File: config.mk
export PLATFORM = sky130hd
export DESIGN_NAME = serial_time_telegram_receiver_top
export DESIGN_NICKNAME = d
export VERILOG_FILES = /design/src/rtl/core/sttr_pkg.sv /design/src/rtl/core/sttr_front.sv /design/src/rtl/core/sttr_queue.sv /design/src/rtl/core/sttr_back.sv /design/src/rtl/core/serial_time_telegram_receiver_top.sv
export SDC_FILE = /design/constraint.sdc
export NUM_CORES = 1
export LEC_CHECK = 0
export BUFFER_PORTS_ARGS = -buffer_cell sky130_fd_sc_hd__clkbuf_2
export CAP_MARGIN = 5
export CORE_MARGIN = 8
export CORE_UTILIZATION = 52
export DETAILED_ROUTE_END_ITERATION = 8
export PLACE_DENSITY = 0.82
export SKIP_LAST_GASP = 1
export SYNTH_ARGS = -nofsm -noshare
export SYNTH_HDL_FRONTEND = slang
export SYNTH_SLANG_ARGS = --single-unit
export TNS_END_PERCENT = 50
File: constraint.sdc
create_clock -name clk -period 4.3 [get_ports clk]
set_clock_uncertainty 0.05 [all_clocks]
set_input_delay 0.645 -clock clk [delete_from_list [all_inputs] [get_ports clk]]
set_output_delay 0.645 -clock clk [all_outputs]
set_load 0.02 [all_outputs]
File: src/rtl/core/sttr_pkg.sv
// ----------------------------------------------------------------------------
// sttr_pkg
// Shared types, codes and character helpers for the serial time telegram
// receiver.
// ----------------------------------------------------------------------------
package sttr_pkg;

	localparam int COUNTER_WIDTH_DEF = 20;
	localparam int CFG_CNT_W         = 20;
	localparam int MAX_LEN_W         = 6;
	localparam int LEN_W             = MAX_LEN_W + 1;
	localparam int HEAD_DEPTH        = 7;
	localparam int HEAD_IW           = $clog2(HEAD_DEPTH);
	localparam int QDEPTH            = 2;
	localparam int CFG_IDX_W         = 2;

	// configuration register indexes
	localparam logic [CFG_IDX_W-1:0] REG_MAX_LINE_LEN = 2'd0;
	localparam logic [CFG_IDX_W-1:0] REG_IDLE_CLEAR   = 2'd1;
	localparam logic [CFG_IDX_W-1:0] REG_STALE        = 2'd2;

	localparam logic [MAX_LEN_W-1:0] MAX_LINE_LEN_RST = 6'd32;
	localparam logic [CFG_CNT_W-1:0] IDLE_CLEAR_RST   = 20'd5000;
	localparam logic [CFG_CNT_W-1:0] STALE_RST        = 20'd60000;

	// result codes
	localparam logic [3:0] EV_NONE     = 4'd0;
	localparam logic [3:0] EV_DATE_OK  = 4'd1;
	localparam logic [3:0] EV_TIME_OK  = 4'd2;
	localparam logic [3:0] EV_DATE_BAD = 4'd3;
	localparam logic [3:0] EV_TIME_BAD = 4'd4;
	localparam logic [3:0] EV_BAD_LEN  = 4'd5;
	localparam logic [3:0] EV_CLASS    = 4'd6;
	localparam logic [3:0] EV_OVERFLOW = 4'd7;
	localparam logic [3:0] EV_STALE    = 4'd8;

	// operation kinds passed from front to back
	localparam logic [1:0] OP_CHAR = 2'd0;
	localparam logic [1:0] OP_EOL  = 2'd1;
	localparam logic [1:0] OP_TICK = 2'd2;

	localparam logic CMD_BYTE = 1'b0;

	typedef struct packed {
		logic       command;
		logic [7:0] rx_byte;
	} in_item_t;

	typedef struct packed {
		logic [3:0]  event_res;
		logic [47:0] date_chars;
		logic [47:0] time_chars;
		logic        date_present;
		logic        time_valid;
	} out_item_t;

	typedef struct packed {
		logic [1:0] kind;
		logic [7:0] ch;
	} op_t;

	function automatic logic is_digit(input logic [7:0] c);
		return (c >= 8'h30) && (c <= 8'h39);
	endfunction

	function automatic logic is_blank(input logic [7:0] c);
		return (c == 8'h20) || (c == 8'h09) || (c == 8'h0A) || (c == 8'h0B) ||
			(c == 8'h0C) || (c == 8'h0D);
	endfunction

	// two-character field read the way atol reads it: -9 .. 99
	function automatic logic signed [7:0] read_pair(input logic [7:0] a, input logic [7:0] b);
		logic signed [7:0] r;
		logic [7:0]        da;
		logic [7:0]        db;
		r  = 8'sd0;
		da = {4'b0, a[3:0]};
		db = {4'b0, b[3:0]};
		if (is_digit(a)) begin
			if (is_digit(b)) begin
				r = $signed(8'(da * 8'd10 + db));
			end else begin
				r = $signed(da);
			end
		end else if ((a == 8'h2B) || (a == 8'h2D)) begin
			if (is_digit(b)) begin
				r = (a == 8'h2D) ? -$signed(db) : $signed(db);
			end
		end else if (is_blank(a) && is_digit(b)) begin
			r = $signed(db);
		end
		return r;
	endfunction

endpackage

File: src/rtl/core/sttr_front.sv
// ----------------------------------------------------------------------------
// sttr_front
// Input side: accepts words and sorts them into character, end of line or
// tick operations for the queue.
// ----------------------------------------------------------------------------
module sttr_front (
	input  logic               in_valid,
	output logic               in_ready,
	input  sttr_pkg::in_item_t in_data,
	input  logic               q_full,
	output logic               push,
	output sttr_pkg::op_t      push_op
);

	assign in_ready = !q_full;
	assign push     = in_valid && !q_full;

	always_comb begin
		push_op.ch = in_data.rx_byte;
		if (in_data.command != sttr_pkg::CMD_BYTE) begin
			push_op.kind = sttr_pkg::OP_TICK;
		end else if ((in_data.rx_byte == 8'h0A) || (in_data.rx_byte == 8'h0D)) begin
			push_op.kind = sttr_pkg::OP_EOL;
		end else begin
			push_op.kind = sttr_pkg::OP_CHAR;
		end
	end

endmodule

File: src/rtl/core/sttr_queue.sv
// ----------------------------------------------------------------------------
// sttr_queue
// Short FIFO of classified operations between the front and the back.
// ----------------------------------------------------------------------------
module sttr_queue (
	input  logic          clk,
	input  logic          arst_n,
	input  logic          push,
	input  sttr_pkg::op_t push_op,
	output logic          full,
	input  logic          pop,
	output logic          q_valid,
	output sttr_pkg::op_t q_op
);

	localparam int QD  = sttr_pkg::QDEPTH;
	localparam int QPW = (QD > 1) ? $clog2(QD) : 1;
	localparam int QCW = $clog2(QD + 1);

	sttr_pkg::op_t    mem_q [QD];
	logic [QPW-1:0]   wr_ptr_q;
	logic [QPW-1:0]   rd_ptr_q;
	logic [QCW-1:0]   count_q;

	assign full    = (count_q == QCW'(QD));
	assign q_valid = (count_q != '0);
	assign q_op    = mem_q[rd_ptr_q];

	always_ff @(posedge clk) begin
		if (push) begin
			mem_q[wr_ptr_q] <= push_op;
		end
	end

	always_ff @(posedge clk or negedge arst_n) begin
		if (!arst_n) begin
			wr_ptr_q <= '0;
			rd_ptr_q <= '0;
			count_q  <= '0;
		end else begin
			if (push) begin
				wr_ptr_q <= (wr_ptr_q == QPW'(QD - 1)) ? '0 : wr_ptr_q + 1'b1;
			end
			if (pop) begin
				rd_ptr_q <= (rd_ptr_q == QPW'(QD - 1)) ? '0 : rd_ptr_q + 1'b1;
			end
			if (push && !pop) begin
				count_q <= count_q + 1'b1;
			end else if (pop && !push) begin
				count_q <= count_q - 1'b1;
			end
		end
	end

endmodule

File: src/rtl/core/sttr_back.sv
// ----------------------------------------------------------------------------
// sttr_back
// Execution side: line assembly, telegram checks, tick aging and the
// output register.
// ----------------------------------------------------------------------------
module sttr_back #(
	parameter int COUNTER_WIDTH = sttr_pkg::COUNTER_WIDTH_DEF
) (
	input  logic                              clk,
	input  logic                              arst_n,
	input  logic                              q_valid,
	input  sttr_pkg::op_t                     q_op,
	output logic                              pop,
	input  logic [sttr_pkg::MAX_LEN_W-1:0]    max_line_len,
	input  logic [sttr_pkg::CFG_CNT_W-1:0]    idle_clear_ticks,
	input  logic [sttr_pkg::CFG_CNT_W-1:0]    stale_ticks,
	output logic                              out_valid,
	input  logic                              out_ready,
	output sttr_pkg::out_item_t               out_data
);

	localparam int CW    = COUNTER_WIDTH;
	localparam int CMPW  = (CW > sttr_pkg::CFG_CNT_W) ? CW : sttr_pkg::CFG_CNT_W;
	localparam int LW    = sttr_pkg::LEN_W;
	localparam int HD    = sttr_pkg::HEAD_DEPTH;

	logic [LW-1:0]  len_q;
	logic [7:0]     head_q [HD];
	logic [CW-1:0]  idle_q;
	logic [CW-1:0]  age_q;
	logic [47:0]    date_q;
	logic [47:0]    time_q;
	logic           seen_q;
	logic           vflag_q;
	logic           out_valid_q;
	sttr_pkg::out_item_t out_data_q;

	logic [LW-1:0]  n_len;
	logic [LW-1:0]  len_inc;
	logic [CW-1:0]  n_idle;
	logic [CW-1:0]  n_age;
	logic [47:0]    n_date;
	logic [47:0]    n_time;
	logic           n_seen;
	logic           n_vflag;
	logic [3:0]     ev;
	logic           head_we;

	logic signed [7:0] f0;
	logic signed [7:0] f1;
	logic signed [7:0] f2;
	logic              cls_upper;
	logic              cls_lower;
	logic              date_ok;
	logic              time_ok;
	logic [47:0]       packed_six;

	assign pop       = q_valid && (!out_valid_q || out_ready);
	assign out_valid = out_valid_q;
	assign out_data  = out_data_q;

	// telegram decode from the stored head of the line
	always_comb begin
		f0         = sttr_pkg::read_pair(head_q[0], head_q[1]);
		f1         = sttr_pkg::read_pair(head_q[2], head_q[3]);
		f2         = sttr_pkg::read_pair(head_q[4], head_q[5]);
		cls_upper  = (head_q[6] >= 8'h41) && (head_q[6] <= 8'h5A);
		cls_lower  = (head_q[6] >= 8'h61) && (head_q[6] <= 8'h7A);
		date_ok    = (f0 >= 8'sd1) && (f0 <= 8'sd31) && (f1 >= 8'sd1) && (f1 <= 8'sd12) &&
			(f2 >= 8'sd20) && (f2 <= 8'sd99);
		time_ok    = (f0 <= 8'sd23) && (f1 <= 8'sd59) && (f2 <= 8'sd59);
		packed_six = {head_q[0], head_q[1], head_q[2], head_q[3], head_q[4], head_q[5]};
	end

	always_comb begin
		n_len   = len_q;
		n_idle  = idle_q;
		n_age   = age_q;
		n_date  = date_q;
		n_time  = time_q;
		n_seen  = seen_q;
		n_vflag = vflag_q;
		ev      = sttr_pkg::EV_NONE;
		head_we = 1'b0;
		len_inc = len_q + 1'b1;
		unique case (q_op.kind)
			sttr_pkg::OP_CHAR: begin
				n_idle  = '0;
				head_we = (len_q < LW'(HD));
				if (len_inc > {1'b0, max_line_len}) begin
					// line too long: drop it
					n_len = '0;
					ev    = sttr_pkg::EV_OVERFLOW;
				end else begin
					n_len = len_inc;
				end
			end
			sttr_pkg::OP_EOL: begin
				n_idle = '0;
				if (len_q != '0) begin
					n_len = '0;
					if (len_q != LW'(HD)) begin
						ev = sttr_pkg::EV_BAD_LEN;
					end else if (cls_upper) begin
						if (date_ok) begin
							n_date = packed_six;
							n_seen = 1'b1;
							n_age  = '0;
							ev     = sttr_pkg::EV_DATE_OK;
						end else begin
							ev = sttr_pkg::EV_DATE_BAD;
						end
					end else if (cls_lower) begin
						if (time_ok) begin
							n_time  = packed_six;
							n_vflag = 1'b1;
							n_age   = '0;
							ev      = sttr_pkg::EV_TIME_OK;
						end else begin
							ev = sttr_pkg::EV_TIME_BAD;
						end
					end else begin
						ev = sttr_pkg::EV_CLASS;
					end
				end
			end
			sttr_pkg::OP_TICK: begin
				// saturating counters
				n_idle = (&idle_q) ? idle_q : idle_q + 1'b1;
				n_age  = (&age_q) ? age_q : age_q + 1'b1;
				if ((len_q != '0) && (CMPW'(n_idle) > CMPW'(idle_clear_ticks))) begin
					n_len = '0;
				end
				if (vflag_q && (CMPW'(n_age) > CMPW'(stale_ticks))) begin
					n_vflag = 1'b0;
					ev      = sttr_pkg::EV_STALE;
				end
			end
			default: begin
			end
		endcase
	end

	always_ff @(posedge clk) begin
		if (pop && head_we) begin
			head_q[len_q[sttr_pkg::HEAD_IW-1:0]] <= q_op.ch;
		end
		if (pop) begin
			out_data_q.event_res    <= ev;
			out_data_q.date_chars   <= n_date;
			out_data_q.time_chars   <= n_time;
			out_data_q.date_present <= n_seen;
			out_data_q.time_valid   <= n_vflag;
		end
	end

	always_ff @(posedge clk or negedge arst_n) begin
		if (!arst_n) begin
			len_q       <= '0;
			idle_q      <= '0;
			age_q       <= '0;
			date_q      <= '0;
			time_q      <= '0;
			seen_q      <= 1'b0;
			vflag_q     <= 1'b0;
			out_valid_q <= 1'b0;
		end else begin
			if (pop) begin
				len_q   <= n_len;
				idle_q  <= n_idle;
				age_q   <= n_age;
				date_q  <= n_date;
				time_q  <= n_time;
				seen_q  <= n_seen;
				vflag_q <= n_vflag;
			end
			if (pop) begin
				out_valid_q <= 1'b1;
			end else if (out_ready) begin
				out_valid_q <= 1'b0;
			end
		end
	end

endmodule

File: src/rtl/core/serial_time_telegram_receiver_top.sv
// ----------------------------------------------------------------------------
// serial_time_telegram_receiver_top
// Serial date/time telegram receiver: byte and tick words in, one status
// word out per input word.
// ----------------------------------------------------------------------------
//  channel  | dir | handshake            | payload
//  ---------+-----+----------------------+--------------------------------
//  in       | in  | in_valid / in_ready  | in_data  (command, rx_byte)
//  out      | out | out_valid / out_ready| out_data (event, date, time, flags)
//  cfg      | in  | cfg_valid / cfg_ready| cfg_index, cfg_data
//
// One word per cycle sustained while out is not stalled; a status word
// reaches out through the queue register and then the output register (the
// back end decodes the queue head and loads the output register). cfg_ready
// is always high. Reset clears the line length and all aging state and loads the
// register defaults; no clearing pass is needed. A stall on out holds the
// back end while the two-entry queue absorbs input.
// ----------------------------------------------------------------------------
module serial_time_telegram_receiver_top #(
	parameter int COUNTER_WIDTH = sttr_pkg::COUNTER_WIDTH_DEF
) (
	input  logic                               clk,
	input  logic                               arst_n,
	input  logic                               in_valid,
	output logic                               in_ready,
	input  sttr_pkg::in_item_t                 in_data,
	output logic                               out_valid,
	input  logic                               out_ready,
	output sttr_pkg::out_item_t                out_data,
	input  logic                               cfg_valid,
	output logic                               cfg_ready,
	input  logic [sttr_pkg::CFG_IDX_W-1:0]     cfg_index,
	input  logic [sttr_pkg::CFG_CNT_W-1:0]     cfg_data
);

	logic [sttr_pkg::MAX_LEN_W-1:0] max_line_len_q;
	logic [sttr_pkg::CFG_CNT_W-1:0] idle_clear_q;
	logic [sttr_pkg::CFG_CNT_W-1:0] stale_q;

	logic          push;
	sttr_pkg::op_t push_op;
	logic          q_full;
	logic          pop;
	logic          q_valid;
	sttr_pkg::op_t q_op;

	assign cfg_ready = 1'b1;

	always_ff @(posedge clk or negedge arst_n) begin
		if (!arst_n) begin
			max_line_len_q <= sttr_pkg::MAX_LINE_LEN_RST;
			idle_clear_q   <= sttr_pkg::IDLE_CLEAR_RST;
			stale_q        <= sttr_pkg::STALE_RST;
		end else if (cfg_valid) begin
			unique case (cfg_index)
				sttr_pkg::REG_MAX_LINE_LEN: max_line_len_q <= cfg_data[sttr_pkg::MAX_LEN_W-1:0];
				sttr_pkg::REG_IDLE_CLEAR:   idle_clear_q   <= cfg_data;
				sttr_pkg::REG_STALE:        stale_q        <= cfg_data;
				default: begin
				end
			endcase
		end
	end

	sttr_front u_front (
		.in_valid (in_valid),
		.in_ready (in_ready),
		.in_data  (in_data),
		.q_full   (q_full),
		.push     (push),
		.push_op  (push_op)
	);

	sttr_queue u_queue (
		.clk     (clk),
		.arst_n  (arst_n),
		.push    (push),
		.push_op (push_op),
		.full    (q_full),
		.pop     (pop),
		.q_valid (q_valid),
		.q_op    (q_op)
	);

	sttr_back #(
		.COUNTER_WIDTH (COUNTER_WIDTH)
	) u_back (
		.clk              (clk),
		.arst_n           (arst_n),
		.q_valid          (q_valid),
		.q_op             (q_op),
		.pop              (pop),
		.max_line_len     (max_line_len_q),
		.idle_clear_ticks (idle_clear_q),
		.stale_ticks      (stale_q),
		.out_valid        (out_valid),
		.out_ready        (out_ready),
		.out_data         (out_data)
	);

	// a stale report always comes with the flag down
	a_stale_clears_flag: assert property (@(posedge clk) disable iff (!arst_n)
		out_valid && (out_data.event_res == sttr_pkg::EV_STALE) |-> !out_data.time_valid)
		else $error("stale word with time_valid set");

	a_time_ok_sets_flag: assert property (@(posedge clk) disable iff (!arst_n)
		out_valid && (out_data.event_res == sttr_pkg::EV_TIME_OK) |-> out_data.time_valid)
		else $error("time accepted without time_valid");

	a_date_ok_sets_present: assert property (@(posedge clk) disable iff (!arst_n)
		out_valid && (out_data.event_res == sttr_pkg::EV_DATE_OK) |-> out_data.date_present)
		else $error("date accepted without date_present");

	// a result is produced only from a queued word
	a_out_from_queue: assert property (@(posedge clk) disable iff (!arst_n)
		$rose(out_valid) |-> $past(q_valid))
		else $error("output word without a queued operation");

endmodule

==> flow_summary.ini <==
[yosys]
synth_async_sr_flop_share = 0.524
synth.cell_area_um2 = 19100
ys.warnings.count = 0
netlist_top_cells_area = edfxtp_1 (28%), dfrtp_1 (24%), mux2_2 (9.8%)
area_fraction_in_compound_gates_after_synthesis = 0.108
postSynthNetCount = 1717
synth.avg_cell_area_um2 = 12.0
synth_enable_flop_cells = 178
largest_family_of_logic_cells_by_synthesized_area = multiplexers
netlist.top_cell.by_area = edfxtp_1
synthesis.instances = 1586
synth_xor_area_frac = 0.0244
synth.mux.area_fraction = 0.115
synthAdderAreaFrac = 0.0647
dominantRegCellSynth = dfrtp_1
post-synth-top-area-fraction = 0.280
ys_types = 99
simple_logic_cell_fraction_of_the_synthesized_area = 0.112
sequential_cell_area_fraction_in_the_yosys_report = 0.539
synth-seq-cells = 374

[finish]
num_antenna_cells = 0
final_net_count = 1881
syn_to_final_growth_pct = 14.2
layout.cells.most_common_list = dfrtp_1 (181), edfxtp_1 (178), mux2_2 (166)
final_layout_size_suffix_gt1_frac = 0.279
finish.utilization = 0.599
layout_commonest_cell = dfrtp_1
post_layout_nonfiller_instances = 2250

[sta]
maxSlewViolCount = 0
timing.max_slew.rel_slack = 0.354
final.setup.tns_ns = 0
finalSetupViolCount = 0
final.period_utilization = 0.951
clock.fmax_ghz = 0.245
slew_at_the_pin_closest_to_its_max_slew_limit_ns = 0.966
period_minus_slack_ns = 4.09
fin_worst_hold_slack_ns = 0.0815
setup_repair_after_global_routing_missed_its_margin = yes
post_route_worst_setup_slack_ns = 0.211
hold_violations = 0

[die]
initial_core_utilization = 0.524
number_of_standard_cell_rows_in_the_floorplan = 70
fp.dieH_um = 207
die-width_um = 207
dieArea_um2 = 43000
core-area_um2 = 36300
num_io_pins = 141

[pwr]
seqPwrFrac = 0.441
power.switching_fraction = 0.333
vdd_ir_drop_max_uv = 365
leakagePower_nw = 9.64
combinationalPowerShare = 0.260
switch_pwr_mw = 3.66
intPower_mw = 7.33
power_per_cell_area_nw_per_um2 = 505
power_frac_clock = 0.299

[clock_tree]
ctsRootBufferMaster = clkbuf_16
clock_transition_time_at_the_flip_flop_clock_pins_of_the_worst_setup_and_hold_paths_ns = 0.06
clkSinkCount = 374
clk_path_buf_depth = 3
cts-buffers-inserted = 41
tritoncts_clock_tree = yes
worst_skew_pair.late_latency_ns = 0.54
hold_buffers = 0
htree_levels = 2

[worst_setup_path]
crit_path_top_delay_cell = fa_1
cp_top_family = compound AO/OA/AOI/OAI gates
worstPathBufferInverterCount = 1
cp_data_required_time_ns = 4.69
worstSetupPathType = reg2reg
worst_path_largest_cell_delay_ns = 0.61
worst_setup_path_end_kind = register
critPathLaunchType = register
critical_path_arrival_ns = 4.48
most_used_cell_along_the_critical_path = ha_1
crit_path_max_fanout = 18
cp_cell_sequence = ha_1 > ha_1 > fa_1 > nand2_1 > o21bai_1 > mux2i_1 > o221a_2 > o21ai_0 > a32o_1 > o41ai_2 > nand3_2 > a211oi_4 > buf_4 > o2bb2ai_1

[status]
run_status = finished clean

[min_path]
hold_class = in2async

[detailed_routing]
antenna_left = 0
first_pass_iters = 5
drt-initial-drc-count = 841
wirelength_um = 44100
route.detailed.vias_per_inst = 5.87
via_count = 13200
wire_per_inst_um = 19.6
route.detailed.drc = 0

[global_route]
grt_pass1_vias = 13300
maximum_number_of_pins_on_one_net_before_global_route_repair = 91
grt_antenna_before_repair = 0
remaining_overflow_grt = 0
grt_pass1_wl_um = 71300
groute.usage.overall = 0.201

[place]
pre_cts_slack_ns = -0.000924
post-dp-hpwl_um = 30900
numPortBuffers = 139
routabilityCongestion = 0.949
place.detailed.instances = 2172

[run]
drv.max_cap_violation_count = 0
## metrics by stage
step / instance area [µm²] / power (mW)
final: 21800 / 11.0
after global routing: 21800 / 11.5
after CTS: 21700 / 11.0
after detailed placement: 20400 / 7.73
after global placement: 20400 / 7.62
after floorplan: 19100 / 6.65
## sequential cells by signal (all words and copies together) (netlist names), 2 cells and up
name / flops
u_queue.count_q: 2
u_back.age_q: 20
stale_q: 20
max_line_len_q: 6
u_back.out_data: 102
idle_clear_q: 20
u_back.date_q: 48
u_back.head_q: 56
u_back.idle_q: 20
u_queue.mem_q: 20
u_back.time_q: 48
u_back.len_q: 7
## synthesized netlist by cell type, types with 15 or more instances
cell type	instances
buf_2	15
xnor2_1	38
a21oi_1	48
nor2_1	67
o21ai_0	95
nand2_1	114
nand3_1	30
inv_1	91
xor2_1	15
mux2_2	166
dfrtp_1	183
nand2b_1	27
nor3_1	30
nand4_1	19
a211oi_1	15
clkbuf_1	42
ha_1	89
edfxtp_1	178
and2_1	24
a21o_1	22
mux2_1	18
## area by class of cell
cell class                 instances  area, µm²
fill                            2769      14600
sequential                       374      10300
multi-input combinational       1051       8150
timing repair buffer             190       1150
clock buffer                      51       1090
tap                              468        586
inverter                          92        348
clock inverter                    24        169
## final timing paths
path | start | end | slack, ns | depth (start not counted)
max | u_back.head_q[2][1] | u_back.age_q[3] | 0.21 | 14
min | arst_n | u_back.date_q[31] | 0.08 | 1
max reg2reg | u_back.head_q[2][1] | u_back.age_q[3] | 0.21 | 14
min reg2reg | u_back.date_q[5] | u_back.date_q[5] | 0.41 | 1
max in group asynchronous | arst_n | max_line_len_q[5] | 3.05 | 2
min in group clk | in_data[4] | u_queue.mem_q[1][4] | 0.27 | 1
## power groups by stage
stage / Clock, mW / Combinational, mW / Sequential (mW)
final: 3.28 / 2.86 / 4.85
after global routing: 3.50 / 3.11 / 4.90
after CTS: 3.34 / 2.85 / 4.84
after detailed placement: 0 / 2.83 / 4.91
after global placement: 0 / 2.74 / 4.88
after floorplan: 0 / 1.45 / 5.20
## cells by family (layout without fill, tap and decap cells)
kind of cell,count (synthesis),after routing
AOI/OAI and AO/OA,300,300
and+or+nand+nor,406,406
adders and majority gates,95,95
xor gates and xnor gates,53,53
muxes,196,196
other,1,1
buffers and inverters,161,357
DFF,374,374
## routing by layer
layer,up-vias,GRT usage,part of all wire
li1,6128,-,-
met2,417,0.338,0.49
met4,0,0.0643,0.027
met3,89,0.0373,0.057
met5,-,0,0
met1,6568,0.262,0.43
## worst register-to-register path: cells and delay by family, from the launching register on
family | cells | cell delay, ns
buffers and inverters | 1 | 0.28
multiplexers | 1 | 0.19
AO/OA/AOI/OAI | 7 | 1.65
AND/OR/NAND/NOR | 2 | 0.28
flip-flops | 1 | 0.39
adder cells (fa/ha/maj) | 3 | 1.15
## timing repair
item                                    in CTS  in global routing
hold endpoints to repair                     0                  0
gates resized for setup                      2                 18
endpoints found under the setup margin       2                 31
pin swaps                                    0                  2
setup buffers                                0                  3
No activity file was read; power rests on OpenSTA's default activity.
